### config.mk
export PLATFORM = sky130hd
export DESIGN_NAME = bisection_root_finder
export DESIGN_NICKNAME = d
export VERILOG_FILES = /design/src/sv/brf_pkg.sv /design/src/sv/brf_regs.sv /design/src/sv/brf_ctrl.sv /design/src/sv/brf_dpath.sv /design/src/sv/bisection_root_finder.sv
export SDC_FILE = /design/constraint.sdc
export NUM_CORES = 2
export LEC_CHECK = 0
export BUFFER_PORTS_ARGS = -buffer_cell sky130_fd_sc_hd__buf_4
export CAP_MARGIN = 20
export CORE_ASPECT_RATIO = 0.8
export CORE_MARGIN = 2
export CORE_UTILIZATION = 55
export CTS_CLUSTER_DIAMETER = 50
export DETAILED_ROUTE_END_ITERATION = 7
export PLACE_DENSITY = 0.72
export SYNTH_ARGS = -nofsm -noshare
export SYNTH_HDL_FRONTEND = slang
export SYNTH_SLANG_ARGS = --single-unit
### constraint.sdc
create_clock -name clock -period 10.2 [get_ports clock]
set_clock_uncertainty 0.2 [all_clocks]
set_input_delay 0 -clock clock [delete_from_list [all_inputs] [get_ports clock]]
set_output_delay 0 -clock clock [all_outputs]
set_load 0.02 [all_outputs]
### src/sv/brf_pkg.sv
// ----------------------------------------------------------------------------
// brf_pkg
// Shared types, register indexes and fixed-point helpers for the bisection
// root finder.
// ----------------------------------------------------------------------------
package brf_pkg;

   localparam int FRAC_BITS_DEFAULT = 16;
   localparam int WORD_W            = 32;
   localparam int TOL_W             = 31;
   localparam int ITER_W            = 8;
   localparam int CSR_INDEX_W       = 3;
   localparam int REQ_DATA_W        = 64;
   localparam int RSP_DATA_W        = 80;

   localparam longint S32_MAX = 64'sd2147483647;
   localparam longint S32_MIN = -64'sd2147483648;

   // integer parts of the reset coefficients
   localparam longint RESET_K_FOUR  = 600;
   localparam longint RESET_K_THREE = -550;
   localparam longint RESET_K_TWO   = 200;
   localparam longint RESET_K_ONE   = -20;
   localparam longint RESET_K_ZERO  = -1;
   localparam int     TOL_DIVISOR   = 100;
   localparam logic [ITER_W-1:0] RESET_ITER_LIMIT = 8'd50;

   typedef enum logic [CSR_INDEX_W-1:0] {
      REG_COEF_FOUR  = 3'd0,
      REG_COEF_THREE = 3'd1,
      REG_COEF_TWO   = 3'd2,
      REG_COEF_ONE   = 3'd3,
      REG_COEF_ZERO  = 3'd4,
      REG_TOLERANCE  = 3'd5,
      REG_ITER_LIMIT = 3'd6,
      REG_TARGET     = 3'd7
   } reg_index_type;

   typedef enum logic [2:0] {
      ST_IDLE,
      ST_MID,
      ST_EVAL,
      ST_DRAIN,
      ST_CHECK,
      ST_FINISH
   } state_type;

   typedef struct packed {
      logic signed [WORD_W-1:0] coef_four;
      logic signed [WORD_W-1:0] coef_three;
      logic signed [WORD_W-1:0] coef_two;
      logic signed [WORD_W-1:0] coef_one;
      logic signed [WORD_W-1:0] coef_zero;
      logic        [TOL_W-1:0]  tolerance;
      logic        [ITER_W-1:0] iteration_limit;
      logic signed [WORD_W-1:0] target_value;
   } cfg_type;

   // controller to datapath
   typedef struct packed {
      logic       load;       // take a new start interval
      logic       mid;        // form the midpoint
      logic       mul;        // issue one horner multiply
      logic [1:0] step;       // horner step of that multiply
      logic       sel_left;   // multiply is for the left end, else midpoint
      logic       advance;    // count up and move one end
      logic       mark;       // record the end of the search
      logic       mark_conv;  // converged flag recorded with mark
      logic       rsp_load;   // move the answer into the output register
   } cmd_type;

   // datapath to controller
   typedef struct packed {
      logic within_tol;
      logic below_limit;
      logic out_free;
   } status_type;

   function automatic logic signed [WORD_W-1:0] sat32(input longint v);
      logic signed [WORD_W-1:0] r;
      if (v > S32_MAX) begin
         r = WORD_W'(S32_MAX);
      end else if (v < S32_MIN) begin
         r = WORD_W'(S32_MIN);
      end else begin
         r = WORD_W'(v);
      end
      return r;
   endfunction

   function automatic logic signed [WORD_W-1:0] fix_int(input longint k, input int frac);
      longint v;
      v = k <<< frac;
      return sat32(v);
   endfunction

endpackage

### src/sv/brf_regs.sv
// ----------------------------------------------------------------------------
// brf_regs
// Configuration register file: coefficients, tolerance, iteration limit and
// target value, written through the csr channel.
// ----------------------------------------------------------------------------
module brf_regs #(
   parameter int FRAC_BITS = brf_pkg::FRAC_BITS_DEFAULT
) (
   input  logic                                clock,
   input  logic                                reset,
   input  logic                                csr_valid,
   output logic                                csr_ready,
   input  logic [brf_pkg::CSR_INDEX_W-1:0]     csr_index,
   input  logic [brf_pkg::WORD_W-1:0]          csr_data,
   output brf_pkg::cfg_type                    cfg
);
   import brf_pkg::*;

   localparam logic signed [WORD_W-1:0] RST_FOUR  = fix_int(RESET_K_FOUR, FRAC_BITS);
   localparam logic signed [WORD_W-1:0] RST_THREE = fix_int(RESET_K_THREE, FRAC_BITS);
   localparam logic signed [WORD_W-1:0] RST_TWO   = fix_int(RESET_K_TWO, FRAC_BITS);
   localparam logic signed [WORD_W-1:0] RST_ONE   = fix_int(RESET_K_ONE, FRAC_BITS);
   localparam logic signed [WORD_W-1:0] RST_ZERO  = fix_int(RESET_K_ZERO, FRAC_BITS);
   localparam longint                   RST_TOL_L = (64'sd1 <<< FRAC_BITS) / TOL_DIVISOR;
   localparam logic [TOL_W-1:0]         RST_TOL   = TOL_W'(RST_TOL_L);

   cfg_type cfg_ff, cfg_in;

   assign csr_ready = 1'b1;
   assign cfg       = cfg_ff;

   always_comb begin
      cfg_in = cfg_ff;
      if (csr_valid) begin
         case (reg_index_type'(csr_index))
            REG_COEF_FOUR:  cfg_in.coef_four       = csr_data;
            REG_COEF_THREE: cfg_in.coef_three      = csr_data;
            REG_COEF_TWO:   cfg_in.coef_two        = csr_data;
            REG_COEF_ONE:   cfg_in.coef_one        = csr_data;
            REG_COEF_ZERO:  cfg_in.coef_zero       = csr_data;
            REG_TOLERANCE:  cfg_in.tolerance       = csr_data[TOL_W-1:0];
            REG_ITER_LIMIT: cfg_in.iteration_limit = csr_data[ITER_W-1:0];
            REG_TARGET:     cfg_in.target_value    = csr_data;
            default:        cfg_in = cfg_ff;
         endcase
      end
   end

   always_ff @(posedge clock) begin
      if (reset) begin
         cfg_ff.coef_four       <= RST_FOUR;
         cfg_ff.coef_three      <= RST_THREE;
         cfg_ff.coef_two        <= RST_TWO;
         cfg_ff.coef_one        <= RST_ONE;
         cfg_ff.coef_zero       <= RST_ZERO;
         cfg_ff.tolerance       <= RST_TOL;
         cfg_ff.iteration_limit <= RESET_ITER_LIMIT;
         cfg_ff.target_value    <= '0;
      end else begin
         cfg_ff <= cfg_in;
      end
   end

endmodule

### src/sv/brf_ctrl.sv
// ----------------------------------------------------------------------------
// brf_ctrl
// Sequencer of the bisection search: midpoint, interleaved horner multiplies
// for the midpoint and the left end, tolerance check and result hand-off.
// ----------------------------------------------------------------------------
module brf_ctrl (
   input  logic                clock,
   input  logic                reset,
   input  logic                req_tvalid,
   output logic                req_tready,
   input  brf_pkg::status_type status,
   output brf_pkg::cmd_type    cmd
);
   import brf_pkg::*;

   state_type  state_ff, state_in;
   logic [2:0] cnt_ff, cnt_in;

   always_ff @(posedge clock) begin
      if (reset) begin
         state_ff <= ST_IDLE;
         cnt_ff   <= '0;
      end else begin
         state_ff <= state_in;
         cnt_ff   <= cnt_in;
      end
   end

   always_comb begin
      state_in   = state_ff;
      cnt_in     = cnt_ff;
      req_tready = 1'b0;
      cmd        = '0;
      cmd.step     = cnt_ff[2:1];
      cmd.sel_left = cnt_ff[0];
      case (state_ff)
         ST_IDLE: begin
            req_tready = 1'b1;
            if (req_tvalid) begin
               cmd.load = 1'b1;
               state_in = ST_MID;
            end
         end
         ST_MID: begin
            cmd.mid  = 1'b1;
            cnt_in   = '0;
            state_in = ST_EVAL;
         end
         ST_EVAL: begin
            // even slots multiply for the midpoint, odd slots for the left end
            cmd.mul = 1'b1;
            cnt_in  = cnt_ff + 3'd1;
            if (cnt_ff == 3'd7) begin
               state_in = ST_DRAIN;
            end
         end
         ST_DRAIN: begin
            state_in = ST_CHECK;
         end
         ST_CHECK: begin
            if (status.below_limit && status.within_tol) begin
               cmd.mark      = 1'b1;
               cmd.mark_conv = 1'b1;
               state_in      = ST_FINISH;
            end else if (status.below_limit) begin
               cmd.advance = 1'b1;
               state_in    = ST_MID;
            end else begin
               cmd.mark = 1'b1;
               state_in = ST_FINISH;
            end
         end
         ST_FINISH: begin
            if (status.out_free) begin
               cmd.rsp_load = 1'b1;
               state_in     = ST_IDLE;
            end
         end
         default: begin
            state_in = ST_IDLE;
         end
      endcase
   end

endmodule

### src/sv/brf_dpath.sv
// ----------------------------------------------------------------------------
// brf_dpath
// Datapath: interval registers, shared 32x32 multiplier with a registered
// product, saturating horner add stage, tolerance and limit compares and the
// output register.
// ----------------------------------------------------------------------------
module brf_dpath #(
   parameter int FRAC_BITS = brf_pkg::FRAC_BITS_DEFAULT
) (
   input  logic                                clock,
   input  logic                                reset,
   input  brf_pkg::cfg_type                    cfg,
   input  brf_pkg::cmd_type                    cmd,
   output brf_pkg::status_type                 status,
   input  logic [brf_pkg::REQ_DATA_W-1:0]      req_tdata,
   output logic                                rsp_tvalid,
   input  logic                                rsp_tready,
   output logic [brf_pkg::RSP_DATA_W-1:0]      rsp_tdata
);
   import brf_pkg::*;

   localparam int PAD_W = RSP_DATA_W - 3 * WORD_W + WORD_W - ITER_W - 1;

   logic signed [WORD_W-1:0] a_ff, b_ff, p_ff, fp_ff, fa_ff;
   logic        [ITER_W-1:0] n_ff;
   logic                     conv_ff;
   logic signed [2*WORD_W-1:0] prod_ff;
   logic                     prod_vld_ff;
   logic                     prod_left_ff;
   logic [1:0]               prod_step_ff;

   logic signed [WORD_W-1:0] rsp_root_ff, rsp_value_ff;
   logic        [ITER_W-1:0] rsp_iter_ff;
   logic                     rsp_conv_ff;
   logic                     rsp_valid_ff;

   logic signed [WORD_W:0]     mid_sum;
   logic signed [WORD_W-1:0]   mul_a, mul_x;
   logic signed [2*WORD_W-1:0] prod_in;
   logic signed [2*WORD_W-1:0] prod_shr;
   logic signed [WORD_W-1:0]   prod_sat, add_coef, horner_in;
   logic signed [WORD_W:0]     add_sum;
   logic signed [WORD_W:0]     diff, tol_pos, tol_neg;
   logic                       fa_above, fa_below, fp_above, fp_below, same_side;

   // midpoint without overflow, floor of the halved sum
   assign mid_sum = {a_ff[WORD_W-1], a_ff} + {b_ff[WORD_W-1], b_ff};

   // multiply stage: first step starts from the leading coefficient
   assign mul_x   = cmd.sel_left ? a_ff : p_ff;
   assign mul_a   = (cmd.step == 2'd0) ? cfg.coef_four : (cmd.sel_left ? fa_ff : fp_ff);
   assign prod_in = mul_a * mul_x;

   // add stage on the registered product
   always_comb begin
      case (prod_step_ff)
         2'd0:    add_coef = cfg.coef_three;
         2'd1:    add_coef = cfg.coef_two;
         2'd2:    add_coef = cfg.coef_one;
         default: add_coef = cfg.coef_zero;
      endcase
   end

   assign prod_shr  = prod_ff >>> FRAC_BITS;
   assign prod_sat  = sat32(prod_shr);
   assign add_sum   = {prod_sat[WORD_W-1], prod_sat} + {add_coef[WORD_W-1], add_coef};
   assign horner_in = sat32({{(WORD_W-1){add_sum[WORD_W]}}, add_sum});

   // exact distance to target against the strict tolerance bound
   assign diff    = {fp_ff[WORD_W-1], fp_ff} -
                    {cfg.target_value[WORD_W-1], cfg.target_value};
   assign tol_pos = {2'b00, cfg.tolerance};
   assign tol_neg = -tol_pos;

   assign fa_above  = fa_ff > cfg.target_value;
   assign fa_below  = fa_ff < cfg.target_value;
   assign fp_above  = fp_ff > cfg.target_value;
   assign fp_below  = fp_ff < cfg.target_value;
   assign same_side = (fa_above && fp_above) || (fa_below && fp_below);

   assign status.within_tol  = (diff > tol_neg) && (diff < tol_pos);
   assign status.below_limit = n_ff < cfg.iteration_limit;
   assign status.out_free    = !rsp_valid_ff || rsp_tready;

   always_ff @(posedge clock) begin
      if (cmd.load) begin
         a_ff <= req_tdata[WORD_W-1:0];
         b_ff <= req_tdata[2*WORD_W-1:WORD_W];
         n_ff <= ITER_W'(1);
      end else if (cmd.advance) begin
         n_ff <= n_ff + ITER_W'(1);
         if (same_side) begin
            a_ff <= p_ff;
         end else begin
            b_ff <= p_ff;
         end
      end
      if (cmd.mid) begin
         p_ff <= mid_sum[WORD_W:1];
      end
      if (cmd.mul) begin
         prod_ff      <= prod_in;
         prod_left_ff <= cmd.sel_left;
         prod_step_ff <= cmd.step;
      end
      if (prod_vld_ff) begin
         if (prod_left_ff) begin
            fa_ff <= horner_in;
         end else begin
            fp_ff <= horner_in;
         end
      end
      if (cmd.mark) begin
         conv_ff <= cmd.mark_conv;
      end
      if (cmd.rsp_load) begin
         rsp_root_ff  <= p_ff;
         rsp_value_ff <= fp_ff;
         rsp_iter_ff  <= n_ff;
         rsp_conv_ff  <= conv_ff;
      end
   end

   always_ff @(posedge clock) begin
      if (reset) begin
         prod_vld_ff  <= 1'b0;
         rsp_valid_ff <= 1'b0;
      end else begin
         prod_vld_ff <= cmd.mul;
         if (cmd.rsp_load) begin
            rsp_valid_ff <= 1'b1;
         end else if (rsp_tready) begin
            rsp_valid_ff <= 1'b0;
         end
      end
   end

   assign rsp_tvalid = rsp_valid_ff;
   assign rsp_tdata  = {{PAD_W{1'b0}}, rsp_conv_ff, rsp_iter_ff, rsp_value_ff, rsp_root_ff};

   // a finished answer never overwrites one still waiting
   assert property (@(posedge clock) disable iff (reset)
      cmd.rsp_load |-> (!rsp_valid_ff || rsp_tready))
      else $error("output register overwritten while a result waits");

   // a converged answer lies strictly within tolerance of the target
   assert property (@(posedge clock) disable iff (reset)
      (cmd.rsp_load && conv_ff) |-> status.within_tol)
      else $error("converged flag set outside tolerance");

   // the count never runs past the limit, save a first pass under a zero limit
   assert property (@(posedge clock) disable iff (reset)
      cmd.rsp_load |-> (n_ff <= cfg.iteration_limit || n_ff == ITER_W'(1)))
      else $error("iteration count beyond limit");

   // no step update while a horner add is still in flight
   assert property (@(posedge clock) disable iff (reset)
      cmd.advance |-> !prod_vld_ff)
      else $error("interval moved during evaluation");

endmodule

### src/sv/bisection_root_finder.sv
// ----------------------------------------------------------------------------
// bisection_root_finder
// Bisection search for the point where a configurable quartic in Q16.16
// meets a target value; one result per start interval.
// ----------------------------------------------------------------------------
// Passes: the search runs n passes, n being iterations_used (1..255); each
//   pass is a midpoint step, the horner multiplies on the shared multiplier
//   (four horner steps for midpoint and left end, interleaved), an add drain
//   step and a check step.
// Throughput: one item at a time; the next req transfer is taken once the
//   answer has moved into the output register.
// Reset: synchronous; control and csr registers reset, no result pending.
module bisection_root_finder #(
   parameter int FRAC_BITS = brf_pkg::FRAC_BITS_DEFAULT
) (
   input  logic                                clock,
   input  logic                                reset,
   // left_end [31:0], right_end [63:32]
   input  logic                                req_tvalid,
   output logic                                req_tready,
   input  logic [brf_pkg::REQ_DATA_W-1:0]      req_tdata,
   // root_estimate [31:0], value_at_root [63:32], iterations_used [71:64],
   // converged [72], zero fill above
   output logic                                rsp_tvalid,
   input  logic                                rsp_tready,
   output logic [brf_pkg::RSP_DATA_W-1:0]      rsp_tdata,
   input  logic                                csr_valid,
   output logic                                csr_ready,
   input  logic [brf_pkg::CSR_INDEX_W-1:0]     csr_index,
   input  logic [brf_pkg::WORD_W-1:0]          csr_data
);
   import brf_pkg::*;

   cfg_type    cfg;
   cmd_type    cmd;
   status_type status;

   brf_regs #(
      .FRAC_BITS (FRAC_BITS)
   ) u_regs (
      .clock     (clock),
      .reset     (reset),
      .csr_valid (csr_valid),
      .csr_ready (csr_ready),
      .csr_index (csr_index),
      .csr_data  (csr_data),
      .cfg       (cfg)
   );

   brf_ctrl u_ctrl (
      .clock      (clock),
      .reset      (reset),
      .req_tvalid (req_tvalid),
      .req_tready (req_tready),
      .status     (status),
      .cmd        (cmd)
   );

   brf_dpath #(
      .FRAC_BITS (FRAC_BITS)
   ) u_dpath (
      .clock      (clock),
      .reset      (reset),
      .cfg        (cfg),
      .cmd        (cmd),
      .status     (status),
      .req_tdata  (req_tdata),
      .rsp_tvalid (rsp_tvalid),
      .rsp_tready (rsp_tready),
      .rsp_tdata  (rsp_tdata)
   );

endmodule
==> summary.txt <==
HOLD PATH
-------------------------------------------------------------------------------
Number of stages on the worst hold path                                       4
Tightest Hold Check Type                                           primary input to flop
Origin of the worst min-delay path                                 csr_data[31]
Worst hold path endpoint                                           u_regs.cfg[166]$_SDFFE_PP0P_

LOGIC SYNTHESIS
-------------------------------------------------------------------------------
Cells taking the most area after synthesis                         sky130_fd_sc_hd__fa_1 (34%), sky130_fd_sc_hd__edfxtp_1 (14%), sky130_fd_sc_hd__dfxtp_1 (7.8%), sky130_fd_sc_hd__nand2_1 (7.8%), sky130_fd_sc_hd__ha_1 (7.6%)
Cell type contributing the most total cell area after synthesis    sky130_fd_sc_hd__fa_1
Avg Inst Size Synth                                                    9.24 µm²
Area share of the largest cell type after synthesis                       34.4%
Post-synthesis instance area                                         63,200 µm²
Number of storage elements in the synthesis netlist                         532
Most used standard cell by instance count after synthesis          sky130_fd_sc_hd__nand2_1
Number of different library cells in the post-synthesis netlist              89
Leading register cell type out of synthesis                        sky130_fd_sc_hd__edfxtp_1
Count of flip-flops with a built-in enable after synthesis                  285
Post-synthesis sequential area ratio                                      21.4%
Most used standard cells in the synthesized netlist                sky130_fd_sc_hd__nand2_1 (1,314), sky130_fd_sc_hd__inv_1 (1,115), sky130_fd_sc_hd__fa_1 (1,084), sky130_fd_sc_hd__nor2_1 (636), sky130_fd_sc_hd__ha_1 (382)
Async set-reset flop share out of synthesis                                  0%
Synth Warn #                                                                  0
Cells after synthesis                                                     6,832

CLOCK TREE
-------------------------------------------------------------------------------
Clk Tree Root Cell                                                 sky130_fd_sc_hd__clkbuf_16
Number of sinks handled by clock tree synthesis                             532
Depth of the CTS H-tree                                                       2
Worst-case clock buffer depth                                                 3
TritonCTS clock tree                                                        yes
Total clock buffers created by CTS                                           54
Clk slew on worst S/H paths                                               70 ps
Total setup buffers inserted after CTS                                        0
Count of hold buffers inserted by post-cts repair                           213
Resized Gates After CTS                                                       0
Worst-Skew Late Latency                                                  670 ps

WORST SETUP PATH
-------------------------------------------------------------------------------
Required time worst endpoint                                          10,410 ps
Source of the critical timing path                                 u_ctrl.cnt_ff[0]$_SDFFE_PP0P_
Worst-path fanout max                                                        31
Capture instance of the worst register-to-register path            u_dpath.prod_ff[57]$_DFFE_PP_
Register-to-Register Setup Slack                                         300 ps
Startpoint of the worst register-to-register path                  u_ctrl.cnt_ff[0]$_SDFFE_PP0P_
WP data arrival                                                       10,110 ps
Reg2Reg Depth                                                                27
Kind of capture point of the worst setup path                              flop
CP Launch Type                                                             flop
Worst setup path category                                          flop to flop

TIMING
-------------------------------------------------------------------------------
Fmax                                                                    101 MHz
Share of the cycle needed by the critical path after routing              97.1%
Setup total negative slack                                                 0 ps
Count of final setup violators                                                0
Relative max-transition margin                                            13.0%
Final count of pins violating max slew                                        0
Post-layout min period                                                  9900 ps
Worst Tran Pin Value                                                    1300 ps
Final Hold Vio Count                                                          0
Least setup slack across all paths after layout                          298 ps
Unrepaired setup endpoints after global routing                              no

PLACEMENT
-------------------------------------------------------------------------------
Estimated wirelength of the detail-placed design                     170,000 µm
Last weighted congestion value of the routability-driven placer            1.04
Place WS                                                                 621 ps
Number of buffer cells added on primary ports                               178

DETAILED ROUTING
-------------------------------------------------------------------------------
Wire length per cell after detailed routing                             24.9 µm
DR pass1 iterations                                                           8
Number of DRC markers after the initial detailed-route iteration          6,345
Count of unresolved DRC violations after routing                              0
Via count                                                                 51.5k
Detailed-route wire length                                           217,000 µm
Antenna Violating Nets Remaining                                              0
Post-DR vias/cell                                                          5.91

STATUS
-------------------------------------------------------------------------------
Run status                                                            completed

FLOORPLANNING
-------------------------------------------------------------------------------
Boundary Pins                                                               187
Die boundary height                                                      307 µm
Horiz. Die Dim                                                           383 µm
Site row count                                                              111
Core footprint                                                      114,000 µm²
Starting Density                                                          55.3%
Area of the die                                                     118,000 µm²

FINAL LAYOUT
-------------------------------------------------------------------------------
Multi-input gate area in the final layout                            44,500 µm²
Final Core Density                                                        62.0%
Number of nets in the layout                                              8,699
P&R area growth vs syn                                                    12.0%
Total area of sequential cells                                       13,500 µm²
Layout cell share with drive strength beyond 1                            7.69%
Filler Cells Inserted                                                     9,449

GLOBAL ROUTING
-------------------------------------------------------------------------------
Maximum number of pins on one net before global-route repair                159
Most Used Layer, Global Route                                              met1
Total Routing Usage GR                                                    37.4%
Global-route wire length before repair                               327,000 µm
Grt met3 use                                                              15.5%
Met1 usage in global routing                                              52.9%
Met2 demand-to-capacity share in global routing                           52.3%
Global-route congestion overflow total                                        0
Initial antenna violation count                                               9
Via count of the first global-routing pass                                52.2k

RUN
-------------------------------------------------------------------------------
Max-capacitance violation count                                               0

worst max-delay path: stages, from the launching register on:
cell and delay [ps]:
sky130_fd_sc_hd__dfxtp_4 530, sky130_fd_sc_hd__buf_12 290, sky130_fd_sc_hd__mux2i_1 180, sky130_fd_sc_hd__o21ai_1 850
sky130_fd_sc_hd__buf_4 370, sky130_fd_sc_hd__nand2_1 100, sky130_fd_sc_hd__fa_1 550, sky130_fd_sc_hd__fa_1 560
sky130_fd_sc_hd__inv_1 50, sky130_fd_sc_hd__fa_1 480, sky130_fd_sc_hd__fa_1 570, sky130_fd_sc_hd__fa_1 650
sky130_fd_sc_hd__fa_1 470, sky130_fd_sc_hd__fa_1 530, sky130_fd_sc_hd__inv_1 60, sky130_fd_sc_hd__fa_1 480
sky130_fd_sc_hd__inv_1 40, sky130_fd_sc_hd__ha_1 420, sky130_fd_sc_hd__nand3_1 180, sky130_fd_sc_hd__nor3b_1 370
sky130_fd_sc_hd__and3_1 270, sky130_fd_sc_hd__o41ai_1 220, sky130_fd_sc_hd__nand3_1 230, sky130_fd_sc_hd__nand2_1 140
sky130_fd_sc_hd__o311ai_1 360, sky130_fd_sc_hd__buf_4 190, sky130_fd_sc_hd__a31oi_1 90, sky130_fd_sc_hd__xnor2_1 140
per-layer routing:
layer | part of all wire, % | up-vias
met3 | 16 | 486
met4 | 3.6 | 4
li1 | - | 22039
met1 | 40 | 25647
met5 | 0.012 | -
met2 | 41 | 3325
cell usage in the layout (no fill, tap or decap), types with 10 or more instances in the layout:
cell type / synthesis / final
sky130_fd_sc_hd__a211oi_1: 12 / 12
sky130_fd_sc_hd__a21o_1: 102 / 102
sky130_fd_sc_hd__a21oi_1: 358 / 358
sky130_fd_sc_hd__a31oi_1: 10 / 10
sky130_fd_sc_hd__and2_1: 17 / 16
sky130_fd_sc_hd__and3_1: 20 / 20
sky130_fd_sc_hd__buf_4: 9 / 322
sky130_fd_sc_hd__clkbuf_1: 263 / 10
sky130_fd_sc_hd__clkbuf_16: 0 / 54
sky130_fd_sc_hd__dfxtp_1: 247 / 246
sky130_fd_sc_hd__diode_2: 0 / 11
sky130_fd_sc_hd__dlygate4sd3_1: 0 / 213
sky130_fd_sc_hd__edfxtp_1: 285 / 285
sky130_fd_sc_hd__fa_1: 1084 / 1084
sky130_fd_sc_hd__ha_1: 382 / 382
sky130_fd_sc_hd__inv_1: 1115 / 1114
sky130_fd_sc_hd__mux2_2: 31 / 31
sky130_fd_sc_hd__mux2i_1: 68 / 51
sky130_fd_sc_hd__mux2i_2: 0 / 10
sky130_fd_sc_hd__mux4_2: 32 / 32
sky130_fd_sc_hd__nand2_1: 1314 / 1313
sky130_fd_sc_hd__nand2b_1: 26 / 26
sky130_fd_sc_hd__nand3_1: 54 / 52
sky130_fd_sc_hd__nand3b_1: 55 / 55
sky130_fd_sc_hd__nand4_1: 42 / 42
sky130_fd_sc_hd__nor2_1: 636 / 628
sky130_fd_sc_hd__nor2b_1: 27 / 26
sky130_fd_sc_hd__nor3_1: 44 / 42
sky130_fd_sc_hd__nor4_1: 11 / 11
sky130_fd_sc_hd__o211ai_1: 11 / 11
sky130_fd_sc_hd__o21a_1: 47 / 47
sky130_fd_sc_hd__o21ai_0: 76 / 68
sky130_fd_sc_hd__o21ai_1: 54 / 57
sky130_fd_sc_hd__o21bai_1: 36 / 36
sky130_fd_sc_hd__or3_1: 16 / 16
sky130_fd_sc_hd__xnor2_1: 132 / 132
sky130_fd_sc_hd__xor2_1: 36 / 36
final cells by class:
cell class                      instances  share of cell area (%)
Antenna cell                           11                  0.0389
Multi-Input combinational cell       4880                    62.9
Inverter                             1116                    5.92
Sequential cell                       532                    19.1
Clock buffer                           67                    2.02
Timing Repair Buffer                  545                    6.67
Tap cell                             1525                    2.70
Clock inverter                         34                   0.651
sequential cells by signal, indices dropped and copies added, names as in the netlist:
| signal | flops |
|---|---|
| u_dpath.n_ff | 8 |
| u_dpath.rsp_root_ff | 32 |
| u_dpath.rsp_value_ff | 32 |
| u_dpath.fa_ff | 32 |
| u_dpath.a_ff | 32 |
| u_regs.cfg | 231 |
| u_dpath.prod_left_ff | 1 |
| u_ctrl.state_ff | 3 |
| u_dpath.rsp_iter_ff | 8 |
| u_ctrl.cnt_ff | 3 |
| u_dpath.prod_vld_ff | 1 |
| u_dpath.p_ff | 32 |
| u_dpath.fp_ff | 32 |
| u_dpath.b_ff | 32 |
| u_dpath.prod_ff | 48 |
| u_dpath.conv_ff | 1 |
| u_dpath.prod_step_ff | 2 |
| u_dpath.rsp_conv_ff | 1 |
| u_dpath.rsp_tvalid | 1 |
through the flow:
| step | instances | hold slack (ps) | cell area, µm² |
|---|---|---|---|
| after floorplan | 6838 | -79.2 | 63200 |
| after global placement | 8379 | 72.4 | 66600 |
| after detailed placement | 8381 | 71.7 | 66600 |
| after CTS | 8695 | 5.30 | 70700 |
| after global routing | 8701 | 39.4 | 70700 |
| final | 8710 | 41.4 | 70800 |
how the worst max path moves through the flow:
stage | end | slack (ps) | cells after the start
after floorplan | u_dpath.prod_ff[62]$_DFFE_PP_ | 1210 | 30
after global placement | u_dpath.prod_ff[57]$_DFFE_PP_ | 660 | 28
after detailed placement | u_dpath.prod_ff[57]$_DFFE_PP_ | 620 | 27
after CTS | u_dpath.prod_ff[57]$_DFFE_PP_ | 590 | 27
after global routing | u_dpath.prod_ff[57]$_DFFE_PP_ | 250 | 27
final | u_dpath.prod_ff[57]$_DFFE_PP_ | 300 | 27
kinds of logic after synthesis:
kind of cell               after synthesis  share of synthesized area, %
AOI/OAI and AO/OA                      803                          7.89
xor gates and xnor gates               168                          2.33
adders and majority gates             1472                          42.0
buffers and inverters                 1426                          8.57
DFF                                    532                          21.4
muxes                                  131                          2.77
other                                    2                        0.0119
and+or+nand+nor                       2298                          15.0
Power is not shown: default switching activity piles up to over one toggle a cycle in this logic, so the estimate is an artifact.
